<file path="config.mk">
export PLATFORM = sky130hd
export DESIGN_NAME = servo_pulse_position_decoder_unit
export DESIGN_NICKNAME = d
export VERILOG_FILES = /design/src/rtl/sppd_pkg.sv /design/src/rtl/servo_pulse_position_decoder_unit.sv
export VERILOG_INCLUDE_DIRS = /design/src /design/src/rtl
export SDC_FILE = /design/constraint.sdc
export NUM_CORES = 1
export LEC_CHECK = 0
export ABC_AREA = 1
export BUFFER_PORTS_ARGS = -buffer_cell sky130_fd_sc_hd__buf_2
export CELL_PAD_IN_SITES_DETAIL_PLACEMENT = 0
export CELL_PAD_IN_SITES_GLOBAL_PLACEMENT = 1
export CORE_UTILIZATION = 50
export DETAILED_ROUTE_END_ITERATION = 12
export PLACE_DENSITY_LB_ADDON = 0.1
export SETUP_SLACK_MARGIN = 0.15
export SKIP_LAST_GASP = 1
export SLEW_MARGIN = 20
export SYNTH_ARGS = -nofsm -noshare
export SYNTH_HDL_FRONTEND = slang
export SYNTH_SLANG_ARGS = --single-unit
</file>
<file path="constraint.sdc">
create_clock -name clk -period 13.1 [get_ports clk]
set_clock_uncertainty 0.2 [all_clocks]
set_input_delay 3.93 -clock clk [delete_from_list [all_inputs] [get_ports clk]]
set_output_delay 3.93 -clock clk [all_outputs]
set_load 0.005 [all_outputs]
</file>
<file path="src/rtl/servo_pulse_position_decoder_unit_assert.svh">
// Assertion macros shared by the servo pulse decoder RTL.
`ifndef SERVO_PULSE_POSITION_DECODER_UNIT_ASSERT_SVH
`define SERVO_PULSE_POSITION_DECODER_UNIT_ASSERT_SVH

// The consequent must hold in the same cycle as the antecedent.
`define SPPD_ASSERT_SAME(label, ante, cons) \
    label: assert property (@(posedge clk) disable iff (!rst_n) (ante) |-> (cons)) \
        else $error("servo pulse decoder check failed");

// The consequent must hold in the cycle after the antecedent.
`define SPPD_ASSERT_NEXT(label, ante, cons) \
    label: assert property (@(posedge clk) disable iff (!rst_n) (ante) |=> (cons)) \
        else $error("servo pulse decoder check failed");

`endif

</file>
<file path="src/rtl/sppd_pkg.sv">
`default_nettype none

package sppd_pkg;

    localparam int POS_W      = 14;
    localparam int DUR_W      = 16;
    localparam int SHIFT_W    = 4;
    localparam int TICK_W     = 8;
    localparam int CFG_IDX_W  = 3;
    localparam int CFG_DATA_W = 16;

    localparam logic [SHIFT_W-1:0] MAX_SHIFT = 4'd8;
    localparam logic [POS_W-1:0]   POS_MAX   = 14'h3FFF;
    localparam logic [TICK_W-1:0]  TICK_MAX  = 8'hFF;

    localparam logic [DUR_W-1:0]   RST_MIN_DURATION   = 16'd1000;
    localparam logic [DUR_W-1:0]   RST_MAX_DURATION   = 16'd5000;
    localparam logic [POS_W-1:0]   RST_MIN_POSITION   = 14'd1638;
    localparam logic [POS_W-1:0]   RST_MAX_POSITION   = 14'd4502;
    localparam logic [SHIFT_W-1:0] RST_FILTER_SHIFT   = 4'd3;
    localparam logic [TICK_W-1:0]  RST_TIMEOUT_TICKS  = 8'd50;
    localparam logic [POS_W-1:0]   RST_START_POSITION = 14'd3022;

    typedef enum logic [CFG_IDX_W-1:0] {
        CFG_MIN_DURATION   = 3'd0,
        CFG_MAX_DURATION   = 3'd1,
        CFG_MIN_POSITION   = 3'd2,
        CFG_MAX_POSITION   = 3'd3,
        CFG_FILTER_SHIFT   = 3'd4,
        CFG_TIMEOUT_TICKS  = 3'd5,
        CFG_START_POSITION = 3'd6
    } cfg_index_t;

    typedef struct packed {
        logic pin_level;
        logic slow_tick;
    } in_t;

    typedef struct packed {
        logic             position_valid;
        logic [POS_W-1:0] seek_position;
        logic             drive_enabled;
        logic             pulse_rejected;
    } out_t;

endpackage

`default_nettype wire

</file>
<file path="src/rtl/servo_pulse_position_decoder_unit.sv">
// Servo pulse position decoder.
// The input channel (in_valid, in_stall, in_data) carries one sample of the
// command pin per transfer, with a flag for each slow timebase tick. Every
// input transfer yields exactly one output transfer (out_valid, out_stall,
// out_data) with the current filtered seek position, the drive enable and
// flags for a newly accepted or a rejected pulse.
// The sample is registered, then one pass of logic updates the width counter,
// the window check, scale and clamp, the low-pass filter and the idle timeout,
// and writes the result register. A result passes through the sample register
// and the result register before it is offered; one item is taken every cycle
// while the receiver keeps up, and the per-item state update is the only loop.
// When the receiver stalls, a one-entry skid register catches the next result,
// and in_stall rises only once both the sample and skid registers are full.
// Reset restores all configuration registers to their defaults, clears the
// pulse and timeout state, disables drive and preloads the filter with the
// default start position. Configuration writes take effect at once; the user
// must make them only while no transfer is in flight; the block does not check.

`default_nettype none

`include "servo_pulse_position_decoder_unit_assert.svh"

module servo_pulse_position_decoder_unit #(
    parameter int WIDTH_BITS = 16,
    parameter int ACC_BITS   = 24
) (
    input  wire logic                                clk,
    input  wire logic                                rst_n,
    input  wire logic                                in_valid,
    output      logic                                in_stall,
    input  wire sppd_pkg::in_t                       in_data,
    output      logic                                out_valid,
    input  wire logic                                out_stall,
    output      sppd_pkg::out_t                      out_data,
    input  wire logic                                cfg_en,
    input  wire logic [sppd_pkg::CFG_IDX_W-1:0]      cfg_index,
    input  wire logic [sppd_pkg::CFG_DATA_W-1:0]     cfg_data
);
    import sppd_pkg::*;

    localparam int SUM_W  = (WIDTH_BITS + 1 > POS_W) ? WIDTH_BITS + 1 : POS_W;
    localparam int CMP_W  = (WIDTH_BITS > DUR_W) ? WIDTH_BITS : DUR_W;
    localparam int WIDE_W = (ACC_BITS > POS_W + 8) ? ACC_BITS : POS_W + 8;
    localparam logic [ACC_BITS-1:0] ACC_RESET =
        ACC_BITS'(RST_START_POSITION) << RST_FILTER_SHIFT;

    logic [DUR_W-1:0]   min_dur_reg;
    logic [DUR_W-1:0]   max_dur_reg;
    logic [POS_W-1:0]   min_pos_reg;
    logic [POS_W-1:0]   max_pos_reg;
    logic [SHIFT_W-1:0] shift_reg;
    logic [TICK_W-1:0]  timeout_reg;

    logic [WIDTH_BITS-1:0] wcnt_reg, wcnt_next;
    logic                  measuring_reg, measuring_next;
    logic                  prev_level_reg, prev_level_next;
    logic [ACC_BITS-1:0]   acc_reg, acc_next;
    logic [POS_W-1:0]      pos_out_reg, pos_out_next;
    logic [TICK_W-1:0]     idle_reg, idle_next;
    logic                  drive_on_reg, drive_on_next;

    in_t  s1_reg;
    logic s1_valid_reg, s1_valid_next;
    out_t out_reg, out_next;
    logic out_valid_reg, out_valid_next;
    out_t skid_reg;
    logic skid_valid_reg, skid_valid_next;

    logic in_accept;
    logic move;
    logic out_take;
    out_t result;

    logic [SHIFT_W-1:0]  k;
    logic                rise;
    logic                ended;
    logic                in_window;
    logic [SUM_W-1:0]    sum_w;
    logic [SUM_W-1:0]    pos_lo;
    logic [SUM_W-1:0]    pos_hi;
    logic [POS_W-1:0]    pos_clamped;
    logic [ACC_BITS:0]   acc_sum;
    logic [ACC_BITS-1:0] acc_filt;
    logic [ACC_BITS-1:0] filt_out;
    logic [POS_W-1:0]    filt_sat;
    logic [WIDE_W-1:0]   preload_wide;
    logic [ACC_BITS-1:0] preload_acc;
    logic                cfg_start;

    assign in_accept = in_valid && !in_stall;
    assign move      = s1_valid_reg && !skid_valid_reg;
    assign in_stall  = s1_valid_reg && skid_valid_reg;
    assign out_take  = out_valid_reg && !out_stall;
    assign out_valid = out_valid_reg;
    assign out_data  = out_reg;
    assign cfg_start = cfg_en && (cfg_index_t'(cfg_index) == CFG_START_POSITION);

    always_comb
    begin
        k = (shift_reg > MAX_SHIFT) ? MAX_SHIFT : shift_reg;
        preload_wide = WIDE_W'(cfg_data[POS_W-1:0]) << k;
        if ((preload_wide >> ACC_BITS) != '0)
        begin
            preload_acc = '1;
        end
        else
        begin
            preload_acc = ACC_BITS'(preload_wide);
        end
    end

    always_comb
    begin
        rise      = s1_reg.pin_level && !prev_level_reg;
        ended     = !s1_reg.pin_level && prev_level_reg && measuring_reg;
        in_window = (CMP_W'(wcnt_reg) > CMP_W'(min_dur_reg)) &&
                    (CMP_W'(wcnt_reg) < CMP_W'(max_dur_reg));

        sum_w  = SUM_W'(wcnt_reg) + SUM_W'(wcnt_reg >> 4);
        pos_lo = (sum_w < SUM_W'(min_pos_reg)) ? SUM_W'(min_pos_reg) : sum_w;
        pos_hi = (pos_lo > SUM_W'(max_pos_reg)) ? SUM_W'(max_pos_reg) : pos_lo;
        pos_clamped = POS_W'(pos_hi);

        acc_sum  = {1'b0, acc_reg} - {1'b0, acc_reg >> k} + (ACC_BITS + 1)'(pos_clamped);
        acc_filt = acc_sum[ACC_BITS] ? '1 : acc_sum[ACC_BITS-1:0];
        filt_out = acc_filt >> k;
        filt_sat = (filt_out > ACC_BITS'(POS_MAX)) ? POS_MAX : POS_W'(filt_out);

        wcnt_next      = wcnt_reg;
        measuring_next = measuring_reg;
        acc_next       = acc_reg;
        pos_out_next   = pos_out_reg;
        drive_on_next  = drive_on_reg;
        result.position_valid = 1'b0;
        result.pulse_rejected = 1'b0;

        if (rise)
        begin
            measuring_next = 1'b1;
            wcnt_next      = WIDTH_BITS'(1);
        end
        else if (s1_reg.pin_level)
        begin
            if (measuring_reg && (wcnt_reg != '1))
            begin
                wcnt_next = wcnt_reg + WIDTH_BITS'(1);
            end
        end
        else if (ended)
        begin
            measuring_next = 1'b0;
            if (in_window)
            begin
                acc_next     = acc_filt;
                pos_out_next = filt_sat;
                result.position_valid = 1'b1;
            end
            else
            begin
                result.pulse_rejected = 1'b1;
            end
        end
        prev_level_next = s1_reg.pin_level;

        idle_next = idle_reg;
        if (s1_reg.slow_tick && (idle_reg != TICK_MAX))
        begin
            idle_next = idle_reg + TICK_W'(1);
        end
        if (result.position_valid)
        begin
            drive_on_next = 1'b1;
            idle_next     = '0;
        end
        else if (!ended && (idle_next > timeout_reg))
        begin
            drive_on_next = 1'b0;
            idle_next     = '0;
        end

        result.seek_position = pos_out_next;
        result.drive_enabled = drive_on_next;
    end

    always_ff @(posedge clk or negedge rst_n)
    begin
        if (!rst_n)
        begin
            min_dur_reg <= RST_MIN_DURATION;
            max_dur_reg <= RST_MAX_DURATION;
            min_pos_reg <= RST_MIN_POSITION;
            max_pos_reg <= RST_MAX_POSITION;
            shift_reg   <= RST_FILTER_SHIFT;
            timeout_reg <= RST_TIMEOUT_TICKS;
        end
        else if (cfg_en)
        begin
            case (cfg_index_t'(cfg_index))
                CFG_MIN_DURATION:  min_dur_reg <= cfg_data;
                CFG_MAX_DURATION:  max_dur_reg <= cfg_data;
                CFG_MIN_POSITION:  min_pos_reg <= cfg_data[POS_W-1:0];
                CFG_MAX_POSITION:  max_pos_reg <= cfg_data[POS_W-1:0];
                CFG_FILTER_SHIFT:  shift_reg   <= cfg_data[SHIFT_W-1:0];
                CFG_TIMEOUT_TICKS: timeout_reg <= cfg_data[TICK_W-1:0];
                default:           ;
            endcase
        end
    end

    always_ff @(posedge clk or negedge rst_n)
    begin
        if (!rst_n)
        begin
            wcnt_reg       <= '0;
            measuring_reg  <= 1'b0;
            prev_level_reg <= 1'b0;
            acc_reg        <= ACC_RESET;
            pos_out_reg    <= RST_START_POSITION;
            idle_reg       <= '0;
            drive_on_reg   <= 1'b0;
        end
        else if (cfg_start)
        begin
            acc_reg     <= preload_acc;
            pos_out_reg <= cfg_data[POS_W-1:0];
        end
        else if (move)
        begin
            wcnt_reg       <= wcnt_next;
            measuring_reg  <= measuring_next;
            prev_level_reg <= prev_level_next;
            acc_reg        <= acc_next;
            pos_out_reg    <= pos_out_next;
            idle_reg       <= idle_next;
            drive_on_reg   <= drive_on_next;
        end
    end

    always_comb
    begin
        s1_valid_next   = in_accept || (s1_valid_reg && !move);
        out_valid_next  = out_valid_reg;
        skid_valid_next = skid_valid_reg;
        out_next        = out_reg;
        if (move)
        begin
            if (!out_valid_reg || out_take)
            begin
                out_next       = result;
                out_valid_next = 1'b1;
            end
            else
            begin
                skid_valid_next = 1'b1;
            end
        end
        else if (out_take)
        begin
            if (skid_valid_reg)
            begin
                out_next        = skid_reg;
                skid_valid_next = 1'b0;
            end
            else
            begin
                out_valid_next = 1'b0;
            end
        end
    end

    always_ff @(posedge clk or negedge rst_n)
    begin
        if (!rst_n)
        begin
            s1_valid_reg   <= 1'b0;
            out_valid_reg  <= 1'b0;
            skid_valid_reg <= 1'b0;
        end
        else
        begin
            s1_valid_reg   <= s1_valid_next;
            out_valid_reg  <= out_valid_next;
            skid_valid_reg <= skid_valid_next;
        end
    end

    always_ff @(posedge clk)
    begin
        if (in_accept)
        begin
            s1_reg <= in_data;
        end
        out_reg <= out_next;
        if (move && out_valid_reg && !out_take)
        begin
            skid_reg <= result;
        end
    end

    `SPPD_ASSERT_SAME(a_skid_behind_out, skid_valid_reg, out_valid_reg)
    `SPPD_ASSERT_SAME(a_flags_exclusive, out_valid_reg,
        !(out_reg.position_valid && out_reg.pulse_rejected))
    `SPPD_ASSERT_NEXT(a_valid_pulse_drives, move && result.position_valid && !cfg_start,
        drive_on_reg && (idle_reg == '0))
    `SPPD_ASSERT_NEXT(a_stalled_result_to_skid, move && out_valid_reg && out_stall,
        skid_valid_reg)

endmodule

`default_nettype wire

</file>
==> out/metrics.yaml <==
rsz0062_at_grt: "false"
min-delay-start: "max_pos_reg[10]"
rr_worst_depth: 53
ant_nets: 0
crit_end: "out_data[15]"
syn_nets: 2315
portBuffers: 44
final_cells: 2556
ys_ff_latch: 176
start_kind: "flip-flop"
async_flop_share: 0.795
post-route-min-period_ps: 10420
cp_data_required_time_ps: 13100
cts_hold_buf: 0
syn2layout_area_growth_pct: 7.34
cp_num_buf_inv: 3
nNetsFinal: 2315
fmax_mhz: 96.0
vias: 14200
post-route-period-util: 0.795
critPathTopFamily: "simple AND/OR/NAND/NOR gates"
netlist_instances: 2159
viasPerCell: 5.55
reg2reg_to: "out_data[15]"
utilization: 0.549
cts_setup_buffers: 0
synth_cell_types: 59
hold_depth: 2
critPathMaxStageDelay_ps: 580
synth.area.top_cells: "dfrtp_1, nand2_1, ha_1, inv_1, dfstp_2"
antenna_cells: 0
worstMarginPinSlew_ps: 982
drc_errors: 0
wire_per_inst_um: 18.0
synth_top_area_frac: 0.162
path_clk_slew_ps: 80
cts_resized: 0
cts-root-buf: "clkbuf_16"
arrival_ps: 10410
grt-ovfl-total: 0
synth_edf_count: 36
grt_first_pass_wirelength_mm: 73.6
crit_fanout: 28
grt_pass1_vias: 13300
syn_avg_cell_area_um2: 6.86
num_rows: 62
cp-end-kind: "flip-flop"
dp_hpwl_mm: 34.9
clock-sinks: 176
dpl_cell_area_mm2: 0.0153
clock_path_buffers: 2
final_hold_viol_count: 0
yosysSeqAreaShare: 0.313
slew_headroom: 0.344
outcome: "finished clean"
ios: 45
design_area_mm2: 0.0159
worst_path_max_delay_cell: "nand2_1"
maxCapViolations: 0
cp.depth: 53
startpoint: "wcnt_reg[4]"
reg2reg_slack_ps: 2680
drv_slew: 0
core_region_area_mm2: 0.0289
setup.worst_path.class: "flip-flop to flip-flop"
setup_viol: 0
cts_tree: "built"
h-tree-depth: 4
ys_warn_count: 0
start_util: 0.512
place_congestion: 0.941
die_height_um: 174
cpMostUsedCell: "nand2_1"
dr.pass1.iters: 8
antenna_found_initial: 0
dp_cells: 2524
regToRegStartpoint: "wcnt_reg[4]"
dieArea_mm2: 0.0303
fin_setup_tns_ps: 0
hold_path_class: "flip-flop to flip-flop"
drt-initial-drc-count: 1303
clock_latency_ps: 450
die_x_um: 174
synth_largest_area_cell: "dfrtp_1"
largest_register_ffs: 24
grt_max_degree: 94
layout-drive-gt1-share: 0.0843
totalWireLength_mm: 46.0
grtUsageTotal: 0.311
syn_area_mm2: 0.0148
cts_made_buffers: 17
synth_ff_type: "dfrtp_1"
-- per-stage QoR --
step | setup slack (ps) | hold WS, ps
4_1_cts | 2770 | 293
2_1_floorplan | 5010 | 253
3_5_place_dp | 2840 | 276
5_1_grt | 1710 | 311
6_report | 2680 | 286
3_3_place_gp | 3110 | 268
-- worst min-delay path by stage --
stage,end,slack [ps]
floorplan,max_dur_reg[10],250
global route,timeout_reg[6],310
detailed placement,max_pos_reg[10],280
CTS,min_pos_reg[4],290
global placement,min_pos_reg[4],270
finish,max_pos_reg[10],290
-- logic make-up after synthesis --
group,after synthesis,synth area share
mux,3,0.00203
xor+xnor,33,0.0195
buf+inv,424,0.110
fa+ha+maj,130,0.117
flops,176,0.313
simple gates,978,0.282
compound gates,415,0.156
-- metal layers --
| metal | up-vias | global-route usage | routed length [um] |
|---|---|---|---|
| li1 | 7043 | - | - |
| met1 | 6605 | 0.467 | 22200 |
| met2 | 478 | 0.470 | 19700 |
| met3 | 54 | 0.0420 | 3270 |
| met4 | 0 | 0.0753 | 829 |
| met5 | - | 0 | 0 |
-- tightest hold or removal path, cell delays in order, from the launching register on --
cell and delay (ps):
dfrtp_1 340, nand2_1 50, o21ai_0 60
-- synth_stat cells, types with 6 or more instances --
| cell | number |
|---|---|
| fa_1 | 15 |
| nand3_2 | 15 |
| o221ai_1 | 10 |
| buf_1 | 8 |
| o21bai_1 | 9 |
| nor2_1 | 107 |
| nand2_1 | 619 |
| o21ai_0 | 223 |
| dfstp_2 | 44 |
| clkbuf_1 | 58 |
| o211ai_1 | 10 |
| edfxtp_1 | 36 |
| buf_2 | 6 |
| nand3b_1 | 6 |
| nand4_1 | 9 |
| a211oi_1 | 8 |
| inv_1 | 340 |
| o22ai_1 | 28 |
| ha_1 | 115 |
| a21oi_1 | 95 |
| dfrtp_1 | 96 |
| nand3_1 | 170 |
| nor3_1 | 16 |
| nor2_2 | 6 |
| xor2_1 | 26 |
| nand2_2 | 8 |
| xnor2_1 | 7 |
-- layout by cell type, fill, tap and decap left out, types with 9 or more instances in the layout --
cell type,instances
a21oi_1,95
buf_2,43
buf_4,14
clkbuf_16,17
dfrtp_1,96
dfstp_2,44
edfxtp_1,36
fa_1,15
ha_1,115
inv_1,340
nand2_1,618
nand2_2,9
nand3_1,170
nand3_2,15
nand4_1,9
nor2_1,105
nor3_1,16
o211ai_1,10
o21ai_0,223
o21bai_1,9
o221ai_1,10
o22ai_1,28
xor2_1,26
-- layout make-up --
type | count | area (um2)
Clock inverter | 12 | 143
Inverter | 347 | 1300
Tap cell | 384 | 480
Multi-Input combinational cell | 1559 | 8550
Clock buffer | 20 | 447
Timing Repair Buffer | 58 | 332
Fill cell | 2921 | 13000
Sequential cell | 176 | 4640
Power is not shown: default switching activity piles up to over one toggle a cycle in this logic, so the estimate is an artifact.
